`config.mk`:
```
export PLATFORM = sky130hd
export DESIGN_NAME = mabt_ram
export DESIGN_NICKNAME = d
export VERILOG_FILES = /design/src/rtl/core/mabt_ram.sv
export SDC_FILE = /design/constraint.sdc
export NUM_CORES = 1
export LEC_CHECK = 0
export CAP_MARGIN = 0
export CORE_ASPECT_RATIO = 0.8
export CORE_MARGIN = 2
export CORE_UTILIZATION = 55
export CTS_CLUSTER_SIZE = 28
export DETAILED_ROUTE_END_ITERATION = 10
export DONT_BUFFER_PORTS = 1
export PLACE_DENSITY = 0.77
export SYNTH_ARGS = -nofsm -noshare
export SYNTH_HDL_FRONTEND = slang
export SYNTH_SLANG_ARGS = --single-unit
```
`constraint.sdc`:
```
create_clock -name i_clk -period 2.3 [get_ports i_clk]
set_clock_uncertainty 0.05 [all_clocks]
set_input_delay 0.23 -clock i_clk [delete_from_list [all_inputs] [get_ports i_clk]]
set_output_delay 0.23 -clock i_clk [all_outputs]
set_load 0.05 [all_outputs]
```
`src/rtl/core/mabt_ram.sv`:
```
`default_nettype none
module mabt_ram #(
    parameter int WIDTH = 8,
    parameter int DEPTH = 64
) (
    input  wire logic                             i_clk,
    input  wire logic                             i_we,
    input  wire logic [(DEPTH>1?$clog2(DEPTH):1)-1:0] i_waddr,
    input  wire logic [WIDTH-1:0]                 i_wdata,
    input  wire logic [(DEPTH>1?$clog2(DEPTH):1)-1:0] i_raddr,
    output logic      [WIDTH-1:0]                 o_rdata
);
    logic [WIDTH-1:0] r_mem [DEPTH];

    // Write one word, read one word registered
    always_ff @(posedge i_clk) begin
        if (i_we) begin
            r_mem[i_waddr] <= i_wdata;
        end
        o_rdata <= r_mem[i_raddr];
    end
endmodule
`default_nettype wire

```
==> flow_summary_export.csv <==
group,metric,value,unit
run_status,run_status,"complete, but fails checks",
run_status,failed_checks,"negative hold slack",
synth,post_synth_instance_area,20200,um^2
pwr,fin_total_pwr,19.3,mW
setup_path,required_time_of_the_critical_path,2.69,ns
pwr,irDropWorstVdd,0.795,mV
die,floorplan.initialDensity,0.560,
layout,drive_gt1_frac,0.275,
synth,synth.ff_latch_count,520,
routing,drt-wirelength-per-cell,27.9,um
clock_tree,cts_buffers,49,
clock_tree,clock_pin_slew_of_the_registers_on_the_worst_case_setup_and_hold_paths,0.06,ns
setup_path,timing.critical_path.fanout_max,19,
sta,final.hold.worst_slack,-0.00364,ns
layout,num_antenna_cells,0,
clock_tree,cts_htree_levels,2,
grt,grt_overflow_total,0,
clock_tree,cts_max_path_buffers,3,
clock_tree,clock_sinks,520,
synth,most_used_standard_cells_in_the_synthesized_netlist,"sky130_fd_sc_hd__edfxtp_1 (512), sky130_fd_sc_hd__mux4_2 (126), sky130_fd_sc_hd__nor2_1 (83), sky130_fd_sc_hd__mux2i_1 (23), sky130_fd_sc_hd__nand2_1 (19)",
layout,fillerInstances,2359,
die,die_width,218,um
sta,setup_repair_after_global_routing_missed_its_margin,"no",
synth,yosysWarningCount,0,
min_path,min_path_type,"in -> reg",
pwr,power.density,840,nW/um^2
sta,setup_viol_count_final,0,
routing,drc,0,
grt,number_of_global_route_vias_before_repair,9948,
sta,timing.final.max_slew_violations,0,
clock_tree,postCtsHoldBufs,19,
routing,drt_wl_total,43.4,mm
synth,synth_area_per_cell,21.5,um^2
routing,vias,9935,
synth,synth_sequential_area_ratio,0.770,
synth,synth_top_area_cells,"sky130_fd_sc_hd__edfxtp_1 (76%), sky130_fd_sc_hd__mux4_2 (14%), sky130_fd_sc_hd__nor2_1 (1.5%)",
routing,final_antenna_net_count,0,
grt,grt_antenna_before_repair,0,
synth,netlist-cell-type-count,40,
run,maxCapViolations,0,
sta,tightest_slew,1.00,ns
sta,period_share,0.968,
setup_path,crit_path_end_kind,"register",
sta,max_freq,0.449,GHz
place,dpl.hpwl,24.3,mm
place,routabilityCongestion,0.797,
synth,syn_inst,940,
routing,viasPerCell,6.39,
place,numPortBuffers,0,
synth,yosys.cell_count.top_type,"sky130_fd_sc_hd__edfxtp_1",
synth,async_flop_share,0,
sta,hold_viol,8,
clock_tree,cts_resized,0,
clock_tree,cts_tree,"done",
setup_path,worst-setup-path-type,"in -> reg",
sta,max-slew-margin-rel,0.330,
die,core_region_area,36000,um^2
layout,area.growth.synth_to_final,13.7,%
synth,cell_accounting_for_the_most_synthesized_area,"sky130_fd_sc_hd__edfxtp_1",
layout,final_net_count,1058,
grt,pin_count_of_the_biggest_net_entering_global_routing,138,
sta,final_setup_tns,0,ns
die,die_y,175,um
synth,synth_top_area_frac,0.762,
sta,post-route-worst-setup-slack,0.0738,ns
clock_tree,post_cts.repair.setup_buffers,0,
grt,groute.usage.overall,0.236,
clock_tree,clock-root-buffer,"sky130_fd_sc_hd__clkbuf_16",
place,placement.setup.worst_slack,0.221,ns
clock_tree,clk-insertion-delay-late,0.56,ns
setup_path,critPathLaunchType,"primary input",
sta,finalCriticalPeriod,2.23,ns
setup_path,critical_path_data_arrival_time,2.62,ns
synth,synth_fp_nets,962,
synth,synth-edff-count,512,
die,ioPinCount,30,
die,floorplan.rows,62,
pwr,leakage,7.28,nW
grt,grt_first_pass_wirelength,64.9,mm
routing,first_iter_violations,1393,
routing,drt_pass1_iterations,5,
die,fp.dieArea,38200,um^2
synth,main_flop_type_after_synthesis,"sky130_fd_sc_hd__edfxtp_1",
-- kinds of logic after synthesis --
kind of cell,share of synthesized area
mux,0.159
buf+inv,0.0157
simple gates,0.0339
compound gates,0.0207
flops,0.770
-- final timing paths --
kind	start	endpoint	slack, ns	depth (start not counted)
setup / recovery	i_raddr[4]	o_rdata[5]	0.07	6
hold / removal	i_wdata[1]	r_mem[52][1]	-0.004	1
setup reg to reg	r_mem[29][4]	o_rdata[4]	0.17	5
hold reg to reg	r_mem[4][7]	o_rdata[7]	0.87	4
-- layout by cell type, fill, tap and decap left out, types with 12 or more instances in the layout --
| master | Yosys | final |
|---|---|---|
| sky130_fd_sc_hd__nor2_1 | 83 | 83 |
| sky130_fd_sc_hd__mux2_2 | 13 | 13 |
| sky130_fd_sc_hd__clkbuf_1 | 17 | 12 |
| sky130_fd_sc_hd__clkinv_2 | 0 | 13 |
| sky130_fd_sc_hd__nand3_1 | 13 | 13 |
| sky130_fd_sc_hd__nand2_1 | 19 | 19 |
| sky130_fd_sc_hd__nor2b_1 | 14 | 14 |
| sky130_fd_sc_hd__mux4_2 | 126 | 126 |
| sky130_fd_sc_hd__edfxtp_1 | 512 | 512 |
| sky130_fd_sc_hd__buf_4 | 13 | 74 |
| sky130_fd_sc_hd__clkbuf_16 | 0 | 49 |
| sky130_fd_sc_hd__dlygate4sd3_1 | 0 | 14 |
| sky130_fd_sc_hd__mux2i_1 | 23 | 23 |
-- cell type report --
type	count	area, um^2	area share
clock inverters	25	250	0.0109
clock buffers	64	1310	0.0572
repair buffers	96	916	0.0399
multi-input cells	369	4320	0.188
well taps	480	601	0.0262
flip-flops and latches	520	15500	0.678
-- where the power goes --
group,total (mW),switching [mW],internal (mW)
clock,7.91,3.34,4.58
sequential,10.6,0.101,10.5
combinational,0.772,0.397,0.375
-- metal layers --
layer / up-vias / part of all wire / global-route usage
met5: - / 0 / 0
met4: 0 / 0.022 / 0.0604
met3: 80 / 0.11 / 0.0629
met2: 553 / 0.47 / 0.358
met1: 5178 / 0.40 / 0.347
li1: 4124 / - / -
-- flip-flops by register name, summed over array words and instances (netlist names) --
signal / flops
o_rdata: 8
r_mem: 512
-- worst max-delay path, cell delays in order --
cell and delay (ns):
sky130_fd_sc_hd__dlygate4sd3_1 1.20, sky130_fd_sc_hd__nor2b_1 0.26, sky130_fd_sc_hd__a21oi_1 0.19, sky130_fd_sc_hd__dlygate4sd3_1 0.56, sky130_fd_sc_hd__o21ai_1 0.07, sky130_fd_sc_hd__o41ai_1 0.09
-- through the flow --
| step | hold WS, ns | util | cell area (um^2) | cells |
|---|---|---|---|---|
| 4_1_cts | 0.000436 | 0.636 | 22900 | 1551 |
| 3_3_place_gp | 0.285 | 0.584 | 21000 | 1443 |
| 6_report | -0.00364 | 0.637 | 22900 | 1554 |
| 3_5_place_dp | 0.283 | 0.584 | 21000 | 1443 |
| 5_1_grt | 0.00133 | 0.637 | 22900 | 1554 |
| 2_1_floorplan | 0.279 | - | 20200 | 940 |
Note: power is estimated with default switching activity, not from simulation.
