[config.mk]
export PLATFORM = sky130hd
export DESIGN_NAME = mabt_eval
export DESIGN_NICKNAME = d
export VERILOG_FILES = /design/src/rtl/core/mabt_pkg.sv /design/src/rtl/core/mabt_eval.sv
export SDC_FILE = /design/constraint.sdc
export NUM_CORES = 1
export LEC_CHECK = 0
export ABC_AREA = 1
export ABC_CLOCK_PERIOD_IN_PS = 13700
export BUFFER_PORTS_ARGS = -buffer_cell sky130_fd_sc_hd__buf_4
export CAP_MARGIN = 10
export CORE_AREA = 2 2 399 401
export DETAILED_ROUTE_END_ITERATION = 10
export DIE_AREA = 0 0 401 403
export SLEW_MARGIN = 30
export SYNTH_ARGS = -nofsm -noshare
export SYNTH_HDL_FRONTEND = slang
export SYNTH_SLANG_ARGS = --single-unit
[constraint.sdc]
create_clock -name vclk -period 13.7
set_input_delay 2.055 -clock vclk [all_inputs]
set_output_delay 2.055 -clock vclk [all_outputs]
set_load 0.05 [all_outputs]
[src/rtl/core/mabt_pkg.sv]
`default_nettype none
package mabt_pkg;

    // Operation codes carried in the input tuser
    typedef enum logic [2:0] {
        OP_ADD_ID  = 3'd0,
        OP_ADD_AD  = 3'd1,
        OP_LIFT_ID = 3'd2,
        OP_LIFT_AD = 3'd3,
        OP_SWEEP   = 3'd4,
        OP_QRY_ID  = 3'd5,
        OP_QRY_AD  = 3'd6,
        OP_CLEAR   = 3'd7
    } t_op;

    // Result status codes
    localparam logic [1:0] ST_DONE    = 2'd0;
    localparam logic [1:0] ST_NOMATCH = 2'd1;
    localparam logic [1:0] ST_FULL    = 2'd2;

    localparam int IN_DATA_W  = 432;
    localparam int IN_USER_W  = 4;
    localparam int OUT_DATA_W = 96;

    // Latched operation, with IPv4 fields already reduced to 32 bits
    typedef struct packed {
        t_op          op;
        logic [62:0]  now;
        logic [63:0]  ban_end;
        logic [31:0]  acct;
        logic         v6;
        logic [63:0]  qhi;
        logic [63:0]  qlo;
        logic [63:0]  mhi;
        logic [63:0]  mlo;
        logic [15:0]  tag;
    } t_query;

    typedef struct packed {
        logic [31:0]  value;
        logic [63:0]  expiry;
        logic [15:0]  reason;
        logic [31:0]  order;
    } t_id_ent;

    typedef struct packed {
        logic         family;
        logic [63:0]  ahi;
        logic [63:0]  alo;
        logic [63:0]  mhi;
        logic [63:0]  mlo;
        logic [63:0]  expiry;
        logic [15:0]  reason;
        logic [31:0]  order;
    } t_ad_ent;

    // Per-entry verdict of the compare unit
    typedef struct packed {
        logic stale;
        logic lift_hit;
        logic query_hit;
        logic older;
    } t_eval;

    localparam int ID_ENT_W = $bits(t_id_ent);
    localparam int AD_ENT_W = $bits(t_ad_ent);

endpackage
`default_nettype wire

[src/rtl/core/mabt_eval.sv]
`default_nettype none
module mabt_eval (
    input  wire logic             i_tab,
    input  wire mabt_pkg::t_query i_q,
    input  wire mabt_pkg::t_id_ent i_id,
    input  wire mabt_pkg::t_ad_ent i_ad,
    input  wire logic [31:0]      i_stamp,
    input  wire logic [31:0]      i_best_age,
    output mabt_pkg::t_eval       o_ev
);
    import mabt_pkg::*;

    logic [63:0] exp_sel;
    logic [31:0] ord_sel;
    logic [31:0] age;
    logic        masked_eq;
    logic        fam_eq;

    // Pick the fields of the table under scan
    assign exp_sel = i_tab ? i_ad.expiry : i_id.expiry;
    assign ord_sel = i_tab ? i_ad.order  : i_id.order;

    // Masked address compare under the entry's mask
    assign masked_eq = ((i_q.qhi & i_ad.mhi) == (i_ad.ahi & i_ad.mhi)) &&
                       ((i_q.qlo & i_ad.mlo) == (i_ad.alo & i_ad.mlo));
    assign fam_eq    = (i_ad.family == i_q.v6);
    assign age       = i_stamp - ord_sel;

    always_comb begin
        o_ev.stale = (exp_sel != '1) &&
                     (exp_sel[63] || (exp_sel[62:0] < i_q.now));
        o_ev.older = (age > i_best_age);
        if (i_tab) begin
            o_ev.lift_hit  = fam_eq && (i_q.v6 ? masked_eq : (i_ad.alo == i_q.qlo));
            o_ev.query_hit = fam_eq && masked_eq;
        end else begin
            o_ev.lift_hit  = (i_id.value == i_q.acct);
            o_ev.query_hit = (i_id.value == i_q.acct);
        end
    end
endmodule
`default_nettype wire

==> summary.md <==
| Metric | Value |
|---|---|
| PwrDens | `33.6 nW/um^2` |
| First-pass DRT Iterations | `6` |
| Internal cell power | `0.000281 W` |
| Final hold slack | `around 4.8 ns` |
| Chip width | `401 um` |
| Total standard cell area after synthesis | `9220 um^2` |
| Maximum number of pins on one net before global-route repair | `44` |
| Layout overhead on the synthesized area | `91.0%` |
| Average size of a mapped cell | `5.17 um^2` |
| Combinational group share of total power | `1.000` |
| Outcome | `complete, no violations` |
| Crit path time final | `between 9 and 10 ns` |
| Switching portion of total power | `0.525` |
| Net Sw Power | `between 0.0003 and 0.0004 W` |
| Hold-fix buffers, CTS | `0` |
| Data arrival time at the worst-slack endpoint | `about 7 ns` |
| Data required, critical path | `11.64 ns` |
| # Post-CTS Setup Buffers | `0` |
| Quantity of gates resized following cts | `0` |
| Setup-violating endpoint count in the final report | `0` |
| Static leakage | `around 9.5 nW` |
| RD Place Congestion | `0.954` |
| Fraction of layout cells with a size suffix above 1 | `0.342` |
| Initial core utilization | `0.0586` |
| Worst slew margin relative to its limit | `0.554` |
| Wire length of the first global-routing pass | `120000 um` |
| Core Area | `157000 um^2` |
| Max capacitance violation total | `0` |
| Type of element launching the critical path | `input pin` |
| RSZ-0062 raised after global routing | `no` |
| Placed wire-length estimate after detailed placement | `89200 um` |
| Final slew viol count | `0` |
| Count of flip-flops and latches | `0` |
| Met2 Track Usage GR | `0.195` |
| Via-per-instance ratio | `slightly above 3` |
| Vias in the first global route | `14380` |
| F_max | `0.111 GHz` |
| Total routed wirelength | `93100 um` |
| Final routed wire length divided by cell count | `20.1 um` |
| Final routed DRC violation total | `0` |
| Busiest layer in global routing | `met2` |
| Number of cells on the worst hold path | `7` |
| Top-level I/O count | `1017` |
| Total Routing Usage GR | `0.110` |
| Fraction of met3 tracks used by global routing | `0.0367` |
| Type of element capturing the critical path | `output port` |
| Final sum of negative setup slack | `0 ns` |
| Antenna-violating nets left | `0` |
| Number of DRC violations after detailed-routing iteration 0 | `698` |
| Initial antenna violation count | `70` |
| Highest net fanout along the worst path | `43` |
| Part of the power in the clock network | `0` |
| Number of hold violations in the final report | `0` |
| Distinct cell type count of the synthesized netlist | `40` |
| Cell Rows | `146` |
| Count of input and output buffers | `774` |
| Fraction of the cycle the final worst path needs | `0.659` |
| Type of the tightest min-delay check | `in2out` |
| Worst vdd ir | `0.0000179 V` |
| Total of warnings raised by yosys | `0` |
| Met1 demand-to-capacity share in global routing | `0.131` |
| Sequential element share of the synthesized area | `0` |
| Leftover overflow at the end of global routing | `0` |
| Vias after detailed routing | `around 14000` |
| Storage cell area | `0 um^2` |
| Critical path class | `in2out` |
| Number of instances in the synthesized netlist | `between 1500 and 2000` |
| Syn_nets | `approximately 2900` |
| Die extent in y | `about 400 um` |
| Fin nets | `around 3700` |
| Die area | `162000 um^2` |
| Clock buf count | `0` |
| Sequential group share of total power | `0` |
| Worst-margin pin slew | `about 0.66 ns` |
## routing by layer
| metal | vias to the layer above | part of all wire |
|---|---|---|
| li1 | 7245 | - |
| met1 | 6421 | 0.41 |
| met2 | 645 | 0.47 |
| met3 | 126 | 0.10 |
| met4 | 26 | 0.022 |
| met5 | - | 0.0019 |
## per-stage QoR
| stage | setup slack [ns] | total power, W | util | cell area (um^2) | instances |
|---|---|---|---|---|---|
| finish | 4.68 | 0.000592 | 0.112 | 17600 | 4637 |
| global route | 4.40 | 0.000660 | 0.112 | 17600 | 4625 |
| CTS | 4.64 | 0.000597 | 0.111 | 17600 | 4620 |
| detailed placement | 4.64 | 0.000594 | 0.111 | 17600 | 4620 |
| global placement | 4.63 | 0.000586 | 0.111 | 17600 | 4620 |
| floorplan | 5.87 | 0.000281 | - | 9220 | 1783 |
## synth_stat cells (2+ instances only)
master | n | area, um^2
sky130_fd_sc_hd__nand2_1 | 628 | 2360
sky130_fd_sc_hd__inv_1 | 304 | 1140
sky130_fd_sc_hd__nand3_1 | 173 | 866
sky130_fd_sc_hd__nor2_1 | 127 | 477
sky130_fd_sc_hd__ha_1 | 126 | 1580
sky130_fd_sc_hd__a21oi_1 | 92 | 460
sky130_fd_sc_hd__or2_2 | 80 | 500
sky130_fd_sc_hd__o21ai_0 | 54 | 270
sky130_fd_sc_hd__xor2_1 | 39 | 342
sky130_fd_sc_hd__mux2i_1 | 34 | 340
sky130_fd_sc_hd__nand4_1 | 33 | 206
sky130_fd_sc_hd__nor3_1 | 12 | 60.1
sky130_fd_sc_hd__xnor2_1 | 11 | 96.3
sky130_fd_sc_hd__nor4_1 | 8 | 50.1
sky130_fd_sc_hd__buf_2 | 6 | 30.0
sky130_fd_sc_hd__buf_4 | 6 | 45.0
sky130_fd_sc_hd__buf_6 | 5 | 56.3
sky130_fd_sc_hd__nor3b_1 | 5 | 37.5
sky130_fd_sc_hd__a211oi_1 | 4 | 30.0
sky130_fd_sc_hd__a21o_1 | 4 | 30.0
sky130_fd_sc_hd__a22oi_1 | 4 | 30.0
sky130_fd_sc_hd__a31oi_1 | 4 | 25.0
sky130_fd_sc_hd__o21a_1 | 4 | 30.0
sky130_fd_sc_hd__and2_1 | 2 | 12.5
sky130_fd_sc_hd__nor3_2 | 2 | 20.0
sky130_fd_sc_hd__o21ai_1 | 2 | 10.0
## cell families (layout without fill, tap and decap cells)
family	Yosys count	in the layout	share of synthesized area
buf+inv	323	1088	0.139
xor+xnor	50	50	0.0475
simple gates	1074	1074	0.500
fa+ha+maj	127	127	0.173
other cells	0	17	0
compound gates	175	175	0.103
mux	34	34	0.0369
## area by class of cell
type / instances / area, um^2
fill: 18548 / 140000
multi-input combinational: 1460 / 7950
antenna: 17 / 42.5
inverter: 306 / 1150
timing repair buffer: 782 / 5870
tap: 2072 / 2590
## worst paths after layout
kind  startpoint      end  slack (ns)
min    i_id[139]  o_ev[2]        4.77
max        i_tab  o_ev[0]        4.68
## critical path, cell delays in order
cell	delay, ns
sky130_fd_sc_hd__buf_4	0.25
sky130_fd_sc_hd__buf_4	0.56
sky130_fd_sc_hd__mux2i_1	0.54
sky130_fd_sc_hd__ha_1	0.40
sky130_fd_sc_hd__a21oi_1	0.21
sky130_fd_sc_hd__o21ai_0	0.10
sky130_fd_sc_hd__nand2_1	0.06
sky130_fd_sc_hd__nand3_1	0.19
sky130_fd_sc_hd__nand2_1	0.15
sky130_fd_sc_hd__nand2_1	0.14
sky130_fd_sc_hd__nand4_1	0.16
sky130_fd_sc_hd__nand2_1	0.08
sky130_fd_sc_hd__nand2_1	0.07
sky130_fd_sc_hd__nand2_1	0.07
sky130_fd_sc_hd__ha_1	0.31
sky130_fd_sc_hd__nand4_1	0.14
sky130_fd_sc_hd__nor3_1	0.41
sky130_fd_sc_hd__nand4_1	0.27
sky130_fd_sc_hd__inv_1	0.11
sky130_fd_sc_hd__nand2_1	0.05
sky130_fd_sc_hd__a21oi_1	0.25
sky130_fd_sc_hd__buf_4	0.29
## power by group through the flow
stage | clock, W | sequential [W] | combinational, W
after floorplan | 0 | 0 | 0.000281
after global placement | 0 | 0 | 0.000586
after detailed placement | 0 | 0 | 0.000594
after CTS | 0 | 0 | 0.000597
after global routing | 0.0000000000494 | 0 | 0.000660
final | 0.000000000153 | 0 | 0.000592
## placed cells by master, fill, tap and decap left out, types with 8 or more instances in the layout
master                    instances
sky130_fd_sc_hd__xor2_1          39
sky130_fd_sc_hd__a21oi_1         92
sky130_fd_sc_hd__or2_2           80
sky130_fd_sc_hd__diode_2         17
sky130_fd_sc_hd__o21ai_0         52
sky130_fd_sc_hd__nand3_1        173
sky130_fd_sc_hd__xnor2_1         11
sky130_fd_sc_hd__nand2_1        628
sky130_fd_sc_hd__buf_4          782
sky130_fd_sc_hd__inv_1          304
sky130_fd_sc_hd__nor4_1           8
sky130_fd_sc_hd__mux2i_1         33
sky130_fd_sc_hd__nand4_1         33
sky130_fd_sc_hd__ha_1           126
sky130_fd_sc_hd__nor2_1         127
sky130_fd_sc_hd__nor3_1          12
Power figures use the tool's default switching activity.
